===== src/design/tts_pkg.sv =====
// ----------------------------------------------------------------------------
// tts_pkg: shared types and constants of the transposition table store
// Table geometry, request and bound codes, slot layout, and the command and
// status bundles that pass between controller and datapath.
// ----------------------------------------------------------------------------
`default_nettype none

package tts_pkg;

	// Slot count; a power of two, so the slot is the low key bits.
	localparam int unsigned TABLE_ENTRIES = 16384;
	localparam int unsigned IDX_W         = $clog2(TABLE_ENTRIES);

	localparam int unsigned KEY_W   = 64;
	localparam int unsigned SCORE_W = 32;
	localparam int unsigned DEPTH_W = 6;
	localparam int unsigned KIND_W  = 2;
	localparam int unsigned MOVE_W  = 8;
	localparam int unsigned REQ_W   = 2;

	// Request codes; the fourth code is a no-op with an all-zero result.
	localparam logic [REQ_W-1:0] REQ_PROBE  = 2'd0;
	localparam logic [REQ_W-1:0] REQ_RECORD = 2'd1;
	localparam logic [REQ_W-1:0] REQ_CLEAR  = 2'd2;

	// Bound kinds.
	localparam logic [KIND_W-1:0] KIND_EXACT = 2'd0;
	localparam logic [KIND_W-1:0] KIND_UPPER = 2'd1;
	localparam logic [KIND_W-1:0] KIND_LOWER = 2'd2;

	typedef logic [IDX_W-1:0] idx_t;

	typedef struct packed {
		logic                      valid;
		logic signed [MOVE_W-1:0]  to;
		logic signed [MOVE_W-1:0]  from;
		logic [KIND_W-1:0]         kind;
		logic [DEPTH_W-1:0]        depth;
		logic signed [SCORE_W-1:0] score;
		logic [KEY_W-1:0]          key;
	} entry_t;

	typedef enum logic [2:0] {
		ST_INIT,
		ST_IDLE,
		ST_EVAL,
		ST_CLEAR,
		ST_DONE
	} state_t;

	// Controller -> datapath.
	typedef struct packed {
		logic rd_en;      // accept beat: latch request, read its slot
		logic eval_load;  // evaluate probe/record, write back, load result
		logic sweep_we;   // write an empty slot at the sweep index
		logic done_load;  // load the clear-done result
	} dp_cmd_t;

	// Datapath -> controller.
	typedef struct packed {
		logic sweep_last;
	} dp_sts_t;

endpackage : tts_pkg

`default_nettype wire


===== src/design/tts_ctrl.sv =====
// ----------------------------------------------------------------------------
// tts_ctrl: request sequencer
// Runs the reset sweep, accepts request beats, orders evaluate and clear
// sweeps, and owns the response valid flag.
// ----------------------------------------------------------------------------
`default_nettype none

module tts_ctrl (
	input  wire logic                  clk,
	input  wire logic                  arst_n,
	input  wire logic                  in_valid,
	input  wire logic [1:0]            in_req_type,
	output      logic                  in_ready,
	output      logic                  out_valid,
	input  wire logic                  out_ready,
	output      tts_pkg::dp_cmd_t      cmd,
	input  wire tts_pkg::dp_sts_t      sts
);
	import tts_pkg::*;

	state_t state_q, state_d;
	logic   out_valid_q;
	logic   out_free;

	assign out_free  = !out_valid_q || out_ready;
	assign out_valid = out_valid_q;

	always_ff @(posedge clk or negedge arst_n) begin
		if (!arst_n) begin
			state_q     <= ST_INIT;
			out_valid_q <= 1'b0;
		end else begin
			state_q <= state_d;
			if (cmd.eval_load || cmd.done_load) begin
				out_valid_q <= 1'b1;
			end else if (out_ready) begin
				out_valid_q <= 1'b0;
			end
		end
	end

	always_comb begin
		state_d  = state_q;
		in_ready = 1'b0;
		cmd      = '0;
		case (state_q)
			ST_INIT: begin
				cmd.sweep_we = 1'b1;
				if (sts.sweep_last) state_d = ST_IDLE;
			end
			ST_IDLE: begin
				in_ready = 1'b1;
				if (in_valid) begin
					cmd.rd_en = 1'b1;
					state_d   = (in_req_type == REQ_CLEAR) ? ST_CLEAR : ST_EVAL;
				end
			end
			ST_EVAL: begin
				if (out_free) begin
					cmd.eval_load = 1'b1;
					state_d       = ST_IDLE;
				end
			end
			ST_CLEAR: begin
				cmd.sweep_we = 1'b1;
				if (sts.sweep_last) state_d = ST_DONE;
			end
			ST_DONE: begin
				if (out_free) begin
					cmd.done_load = 1'b1;
					state_d       = ST_IDLE;
				end
			end
			default: begin
				state_d = ST_IDLE;
			end
		endcase
	end

endmodule : tts_ctrl

`default_nettype wire


===== config.mk =====
export PLATFORM = sky130hd
export DESIGN_NAME = tts_ctrl
export DESIGN_NICKNAME = d
export VERILOG_FILES = /design/src/design/tts_pkg.sv /design/src/design/tts_ctrl.sv
export SDC_FILE = /design/constraint.sdc
export NUM_CORES = 1
export LEC_CHECK = 0
export BUFFER_PORTS_ARGS = -buffer_cell sky130_fd_sc_hd__buf_2
export CAP_MARGIN = 20
export CORE_AREA = 2 2 39 41
export CTS_CLUSTER_DIAMETER = 40
export DETAILED_ROUTE_END_ITERATION = 7
export DIE_AREA = 0 0 41 43
export PLACE_DENSITY = 0.42
export SLEW_MARGIN = 20
export SYNTH_ARGS = -nofsm -noshare
export SYNTH_HDL_FRONTEND = slang
export SYNTH_SLANG_ARGS = --single-unit

===== constraint.sdc =====
create_clock -name clk -period 2.5 [get_ports clk]
set_clock_uncertainty 0.15 [all_clocks]
set_input_delay 0.25 -clock clk [delete_from_list [all_inputs] [get_ports clk]]
set_output_delay 0.25 -clock clk [all_outputs]
set_load 0.03 [all_outputs]

# == Word level (Yosys, flattened, before mapping) ==
# Cells that the tools add are included.
# totals
elab_cells,34
inputBits,7
output_inout_bits,6
reg_bits,4
# classes
mux,15
n_eq_ne,9
reduce_logical,8
# op_table
op,n
two-way mux 3 bit,4
one-hot mux 3 bit (4 select lines),1
two-way mux 1 bit,10
"equality test 3 x 2 -> 1 bit, second input constant",2
"inequality test 2 bit, second input constant",3
AND reduction 4 bit,1
OR reduction 2 bit,2
"equality test 3 x 1 -> 1 bit, second input constant",1
"equality test 3 bit, second input constant",1
logical NOT 3 bit,1
"equality test 2 bit, second input constant",1
logical OR 1 bit,2
"inequality test 2 x 1 -> 1 bit, second input constant",1
nonzero test 2 bit,1
logical NOT 1 bit,1

# == Depth between registers and ports, before layout ==
# Gate-level depths: netlist (run 1).
# logic_depth
depth_word,6
mapped_depth,4

# == Least setup slack after synthesis (run 1) ==
# No wires, ideal clock.
# synth_path
kind,register to output
startpoint,register out_valid_q (netlist: out_valid)
endpoint,output cmd[0] (netlist name)
path_stages_with_launch,3
arrival_time_ns,1.361
n_path_buf,0
slack_ns,0.739
required_ns,2.100
path_cell_list,dfrtp_1 nor2b_1 nor3_1
# synth_lines
item,line_no,rtl
start: declaration,tts_ctrl.sv:22,logic out_valid_q;
start signal: assignment,tts_ctrl.sv:31,out_valid_q <= 1'b0;
start signal: assignment,tts_ctrl.sv:35,out_valid_q <= 1'b1;
start signal: assignment,tts_ctrl.sv:37,out_valid_q <= 1'b0;
end: declaration,tts_ctrl.sv:16,"output tts_pkg::dp_cmd_t cmd,"

==> impl_metrics.env, run 1 <==
export IMPL_outcome="completed"
export IMPL_hp_class="input pin to asynchronous set/reset pin"
export IMPL_diodes=0
export IMPL_dr_pass1_iters=4
export IMPL_die_h_um=43
export IMPL_crit_path_max_incr_delay_ps=470
export IMPL_cts_buffer_depth=2
export IMPL_worst_path_buf_inv=1
export IMPL_wl_per_cell_um=9.85
export IMPL_grt_pass1_wl_um=931
export IMPL_register_area_sq_um=100
export IMPL_critPathKind="flip-flop to output pin"
export IMPL_max_freq_ghz=0.598
export IMPL_post_cts_buffers=0
export IMPL_cts_tree="yes"
export IMPL_relSlewSlack=0.773
export IMPL_die_area_sq_um=1760
export IMPL_die_x_um=41
export IMPL_tns_ps=0
export IMPL_drt_iter0_markers=3
export IMPL_synthCells=30
export IMPL_dp_hpwl_um=438
export IMPL_cts_resized=0
export IMPL_worstSetupEndpointType="output pin"
export IMPL_tightest_slew_ps=341
export IMPL_multiInputGateArea_sq_um=151
export IMPL_netlist_area_leader_share=0.383
export IMPL_critPathArrivalTime_ps=1270
export IMPL_crit_family="flip-flops"
export IMPL_antenna_found_initial=0
export IMPL_crit_chain="nand2b_1, nor3_1, buf_2"
export IMPL_ir_worst_vdd_mv=0.412
export IMPL_initial_core_util=0.189
export IMPL_yosys_warnings=0
export IMPL_syn_avg_cell_area_sq_um=8.72
export IMPL_slowest_stage="dfrtp_1"
export IMPL_power_density_nw_per_um2=1390
export IMPL_ant_nets=0
export IMPL_final_common_cell="buf_2"
export IMPL_routed_wl_um=591
export IMPL_yosysSeqAreaShare=0.383
export IMPL_synth_area_sq_um=262
export IMPL_ctsHoldBuffers=1
export IMPL_post_route_period_util=0.668
export IMPL_clock_sinks=4
export IMPL_ys_types=17
export IMPL_clk_latency_ps=240
export IMPL_nets=53
export IMPL_port_buffers=12
export IMPL_maxCapViolCount=0
export IMPL_root_buffer="clkbuf_4"
export IMPL_rsz0062_at_grt="false"
export IMPL_first_global_vias=233
export IMPL_layout_common_cells="buf_2 (12), dfrtp_1 (4), nand2b_1 (3), nor3_1 (3), clkbuf_4 (3)"
export IMPL_period_needed_ps=1670
export IMPL_postLayoutCoreUtil=0.263
export IMPL_core_area_sq_um=1380
export IMPL_finalHoldViolations=0
export IMPL_slew_violations=0
export IMPL_grt_usage=0.0843
export IMPL_syn_num_nets=37
export IMPL_cts_buffers=3
export IMPL_setup_violations=0
export IMPL_synth_seq_cells=4
export IMPL_routed_via_density=4.50
export IMPL_startpoint_type="flip-flop"
export IMPL_p_leak_uw=0.000171
export IMPL_vias=270
export IMPL_routabilityCongestion=0.621
export IMPL_row_count=14
export IMPL_drive_gt1_frac=0.386
export IMPL_grt_max_degree=12
export IMPL_drc=0
export IMPL_required_ps=2100
export IMPL_synth_area_top_cells="dfrtp_1 (38%), nand2b_1 (7.2%), nor3_1 (5.7%)"
export IMPL_synth_largest_area_cell="dfrtp_1"
export IMPL_areaGrowthSynthToFinish_pct=39.2
export IMPL_htree_num_levels=1
export IMPL_gr_total_overflow=0
export IMPL_io_pins=13
export IMPL_clk_pin_slew_worst_paths_ps=40
export IMPL_path_max_fanout=9
export IMPL_fillers=164
[worst register-to-register path, cell delays in order (launching register included)]
cell,delay [ps]
dfrtp_1,490
or3b_4,480
o21ai_0,150
nand3_1,100
[worst paths after layout]
check                      depth (start not counted)  slack (ps)                   start                      to
min in group clk                                   3         190                     sts  state_q[2]$_DFFE_PN0P_
max in group asynchronous                          2        1890                  arst_n  state_q[0]$_DFFE_PN0P_
max reg2reg                                        3        1000  state_q[0]$_DFFE_PN0P_  state_q[0]$_DFFE_PN0P_
min reg2reg                                        1         400  state_q[2]$_DFFE_PN0P_  state_q[1]$_DFFE_PN0P_
min                                                2         190                  arst_n   out_valid$_DFFE_PN0P_
max                                                3         830  state_q[1]$_DFFE_PN0P_                  cmd[0]
[routing by layer]
metal / up-vias / share of wire / global-route usage
met5: - / 0 / 0
met4: 0 / 0.020 / 0.0800
met3: 2 / 0.13 / 0.0524
met2: 17 / 0.40 / 0.103
met1: 117 / 0.44 / 0.0932
li1: 134 / - / -
[registers in the layout (all words and copies together), names as in the netlist]
register   cells
out_valid      1
state_q        3
[final cells by class]
class,count,share of cell area
flip-flops and latches,4,0.275
multi-input cells,24,0.416
well taps,16,0.0550
clock buffers,3,0.0619
repair buffers,13,0.192
[Yosys cell counts (all sizes together)]
library cell  instances
o22ai                 1
a311oi                1
nor2b                 2
nor2                  2
o21bai                1
nand3                 2
nand2                 2
nor3                  3
xor2                  1
nand2b                3
or3b                  1
o221ai                1
a21oi                 1
buf                   2
dfrtp                 4
o21ai                 1
and2                  2
[logic make-up (layout without fill, tap and decap cells)]
group	Yosys count	in the layout	synth area share
AO/OA/AOI/OAI	6	6	0.182
flip-flops	4	4	0.383
XOR/XNOR	1	1	0.0335
buffers and inverters	2	16	0.0383
AND/OR/NAND/NOR	17	17	0.364
[through the flow]
stage	hold slack, ps	std cells	worst slack [ps]	area [sq um]	total power [uW]
after floorplan	-196	30	739	262	364
after CTS	182	60	820	364	516
after detailed placement	-95.0	56	993	332	430
final	188	60	829	364	506
after global routing	209	60	746	364	547
after global placement	-91.6	56	985	332	432
[power by group]
group          internal [uW]  switching, uW  leakage [uW]  total, uW
clock                   53.6           26.0     0.0000138       79.7
combinational            106            171      0.000107        277
sequential              92.8           56.3     0.0000500        149
Note: power is estimated with default switching activity, not from simulation.
==> inputs of run 2 (changes only) <==
--- a/config.mk
+++ b/config.mk
@@ -11,7 +11,7 @@
 export CTS_CLUSTER_DIAMETER = 40
 export DETAILED_ROUTE_END_ITERATION = 7
 export DIE_AREA = 0 0 41 43
-export PLACE_DENSITY = 0.42
+export PLACE_DENSITY = 0.43
 export SLEW_MARGIN = 20
 export SYNTH_ARGS = -nofsm -noshare
 export SYNTH_HDL_FRONTEND = slang
==> constraint.sdc (replaced) <==
create_clock -name clk -period 1.51 [get_ports clk]
set_clock_uncertainty 0.15 [all_clocks]
set_input_delay 0.151 -clock clk [delete_from_list [all_inputs] [get_ports clk]]
set_output_delay 0.151 -clock clk [all_outputs]
set_load 0.03 [all_outputs]
==> impl_metrics.env, run 2 (same netlist as run 1, synthesis figures left out) <==
export IMPL_grt_pass1_wl_um=1100
export IMPL_gr_total_overflow=0
export IMPL_final_common_cell="buf_2"
export IMPL_io_pins=13
export IMPL_required_ps=1210
export IMPL_drt_iter0_markers=1
export IMPL_critical_path_depth=3
export IMPL_cp_endpoint="cmd[0]"
export IMPL_max_freq_ghz=0.683
export IMPL_maxCapViolCount=0
export IMPL_relSlewSlack=0.826
export IMPL_slowest_stage="dfrtp_2"
export IMPL_r2r_setup_slack_ps=180
export IMPL_routabilityCongestion=0.702
export IMPL_crit_family="flip-flops"
export IMPL_rr_worst_depth=3
export IMPL_dr_pass1_iters=3
export IMPL_core_area_sq_um=1380
export IMPL_fin_area_sq_um=425
export IMPL_first_global_vias=269
export IMPL_critPathKind="flip-flop to output pin"
export IMPL_register_area_sq_um=103
export IMPL_startpoint_type="flip-flop"
export IMPL_antenna_found_initial=0
export IMPL_finalHoldViolations=0
export IMPL_slew_violations=0
export IMPL_routed_via_density=4.41
export IMPL_worst_path_buf_inv=1
export IMPL_fillers=159
export IMPL_rsz0062_at_grt="true"
export IMPL_htree_num_levels=1
export IMPL_cts_buffer_depth=2
export IMPL_grt_usage=0.0987
export IMPL_largest_reg_flops=3
export IMPL_ant_nets=0
export IMPL_cts_buffers=3
export IMPL_root_buffer="clkbuf_4"
export IMPL_die_x_um=41
export IMPL_clock_sinks=4
export IMPL_wl_per_cell_um=10.7
export IMPL_routed_wl_um=683
export IMPL_port_buffers=12
export IMPL_crit_start="state_q[1]$_DFFE_PN0P_"
export IMPL_grt_max_degree=11
export IMPL_setup_violations=0
export IMPL_drive_gt1_frac=0.542
export IMPL_ir_worst_vdd_mv=0.690
export IMPL_rr_endpoint="state_q[0]$_DFFE_PN0P_"
export IMPL_worstSetupEndpointType="output pin"
export IMPL_crit_path_max_incr_delay_ps=450
export IMPL_cts_tree="yes"
export IMPL_r2r_start="state_q[0]$_DFFE_PN0P_"
export IMPL_hp_class="input pin to flip-flop"
export IMPL_multiInputGateArea_sq_um=166
export IMPL_placed_area_sq_um=344
export IMPL_largest_register="state_q"
export IMPL_nets=57
export IMPL_die_area_sq_um=1760
export IMPL_layout_common_cells="buf_2 (8), buf_4 (7), nand2b_1 (3), nor3_2 (3), clkbuf_4 (3)"
export IMPL_row_count=14
export IMPL_p_leak_uw=0.000196
export IMPL_path_max_fanout=7
export IMPL_period_needed_ps=1460
export IMPL_vias=282
export IMPL_initial_core_util=0.189
export IMPL_clk_pin_slew_worst_paths_ps=40
export IMPL_diodes=0
export IMPL_whs_ps=85.3
export IMPL_die_h_um=43
export IMPL_crit_chain="nand2b_1, nor3_2, buf_4"
export IMPL_areaGrowthSynthToFinish_pct=62.7
export IMPL_clk_latency_ps=230
export IMPL_tightest_slew_ps=261
export IMPL_dp_hpwl_um=478
export IMPL_critPathArrivalTime_ps=1160
export IMPL_outcome="completed"
export IMPL_drc=0
export IMPL_power_density_nw_per_um2=2310
export IMPL_post_route_period_util=0.970
run 2: cell count changes in the layout (fill, tap and decap cells not counted):
cell     change
buf_4        +7
buf_2        -4
nor3_1       -3
nor3_2       +3
dfrtp_1      -2
dfrtp_2      +2
buf_6        +1
run 2: per-layer routing:
metal,vias to the layer above,share of wire,track usage
li1,141,-,-
met1,131,0.42,0.101
met2,10,0.51,0.141
met3,0,0.075,0.0209
met4,0,0,0.120
met5,-,0,0
run 2: how the worst min path moves through the flow:
stage / from / to / slack (ps) / depth (start not counted)
4_1_cts: sts / state_q[2]$_DFFE_PN0P_ / 80 / 3
3_5_place_dp: arst_n / state_q[0]$_DFFE_PN0P_ / -190 / 1
6_report: sts / state_q[2]$_DFFE_PN0P_ / 90 / 3
5_1_grt: sts / state_q[2]$_DFFE_PN0P_ / 90 / 3
3_3_place_gp: arst_n / out_valid$_DFFE_PN0P_ / -190 / 1
2_1_floorplan: arst_n / out_valid$_DFFE_PN0P_ / -290 / 0
run 2: tightest hold or removal path: stages:
cell     delay, ps
buf_2          110
nand2_1         80
o22ai_1         80
run 2: per-stage QoR:
stage / worst slack [ps] / setup TNS [ps] / cells / utilization / total power (uW)
after CTS: -2.86 / -2.86 / 64 / 0.297 / 955
after floorplan: -152 / -304 / 30 / - / 610
final: 45.6 / 0 / 64 / 0.307 / 982
after global routing: -34.7 / -78.6 / 64 / 0.307 / 1060
after global placement: 159 / 0 / 57 / 0.249 / 745
after detailed placement: 148 / 0 / 57 / 0.249 / 746
run 2: power by group:
group / internal, uW / total, uW / switching, uW
combinational: 273 / 635 / 362
clock: 88.8 / 131 / 42.0
sequential: 159 / 217 / 57.8
run 2: cell type report:
class,count,share of cell area
clock buffer,3,0.0529
sequential,4,0.241
multi-input combinational,24,0.391
tap,16,0.0471
timing repair buffer,17,0.268
run 2: timing repair:
action                                 in CTS  in global routing
gates resized for setup                     5                  6
setup buffers                               3                  0
cloned                                      0                  0
setup endpoints to repair                   3                  4
hold buffers                                1                  0
endpoints found under the hold margin       4                  0
pin swaps                                   0                  0
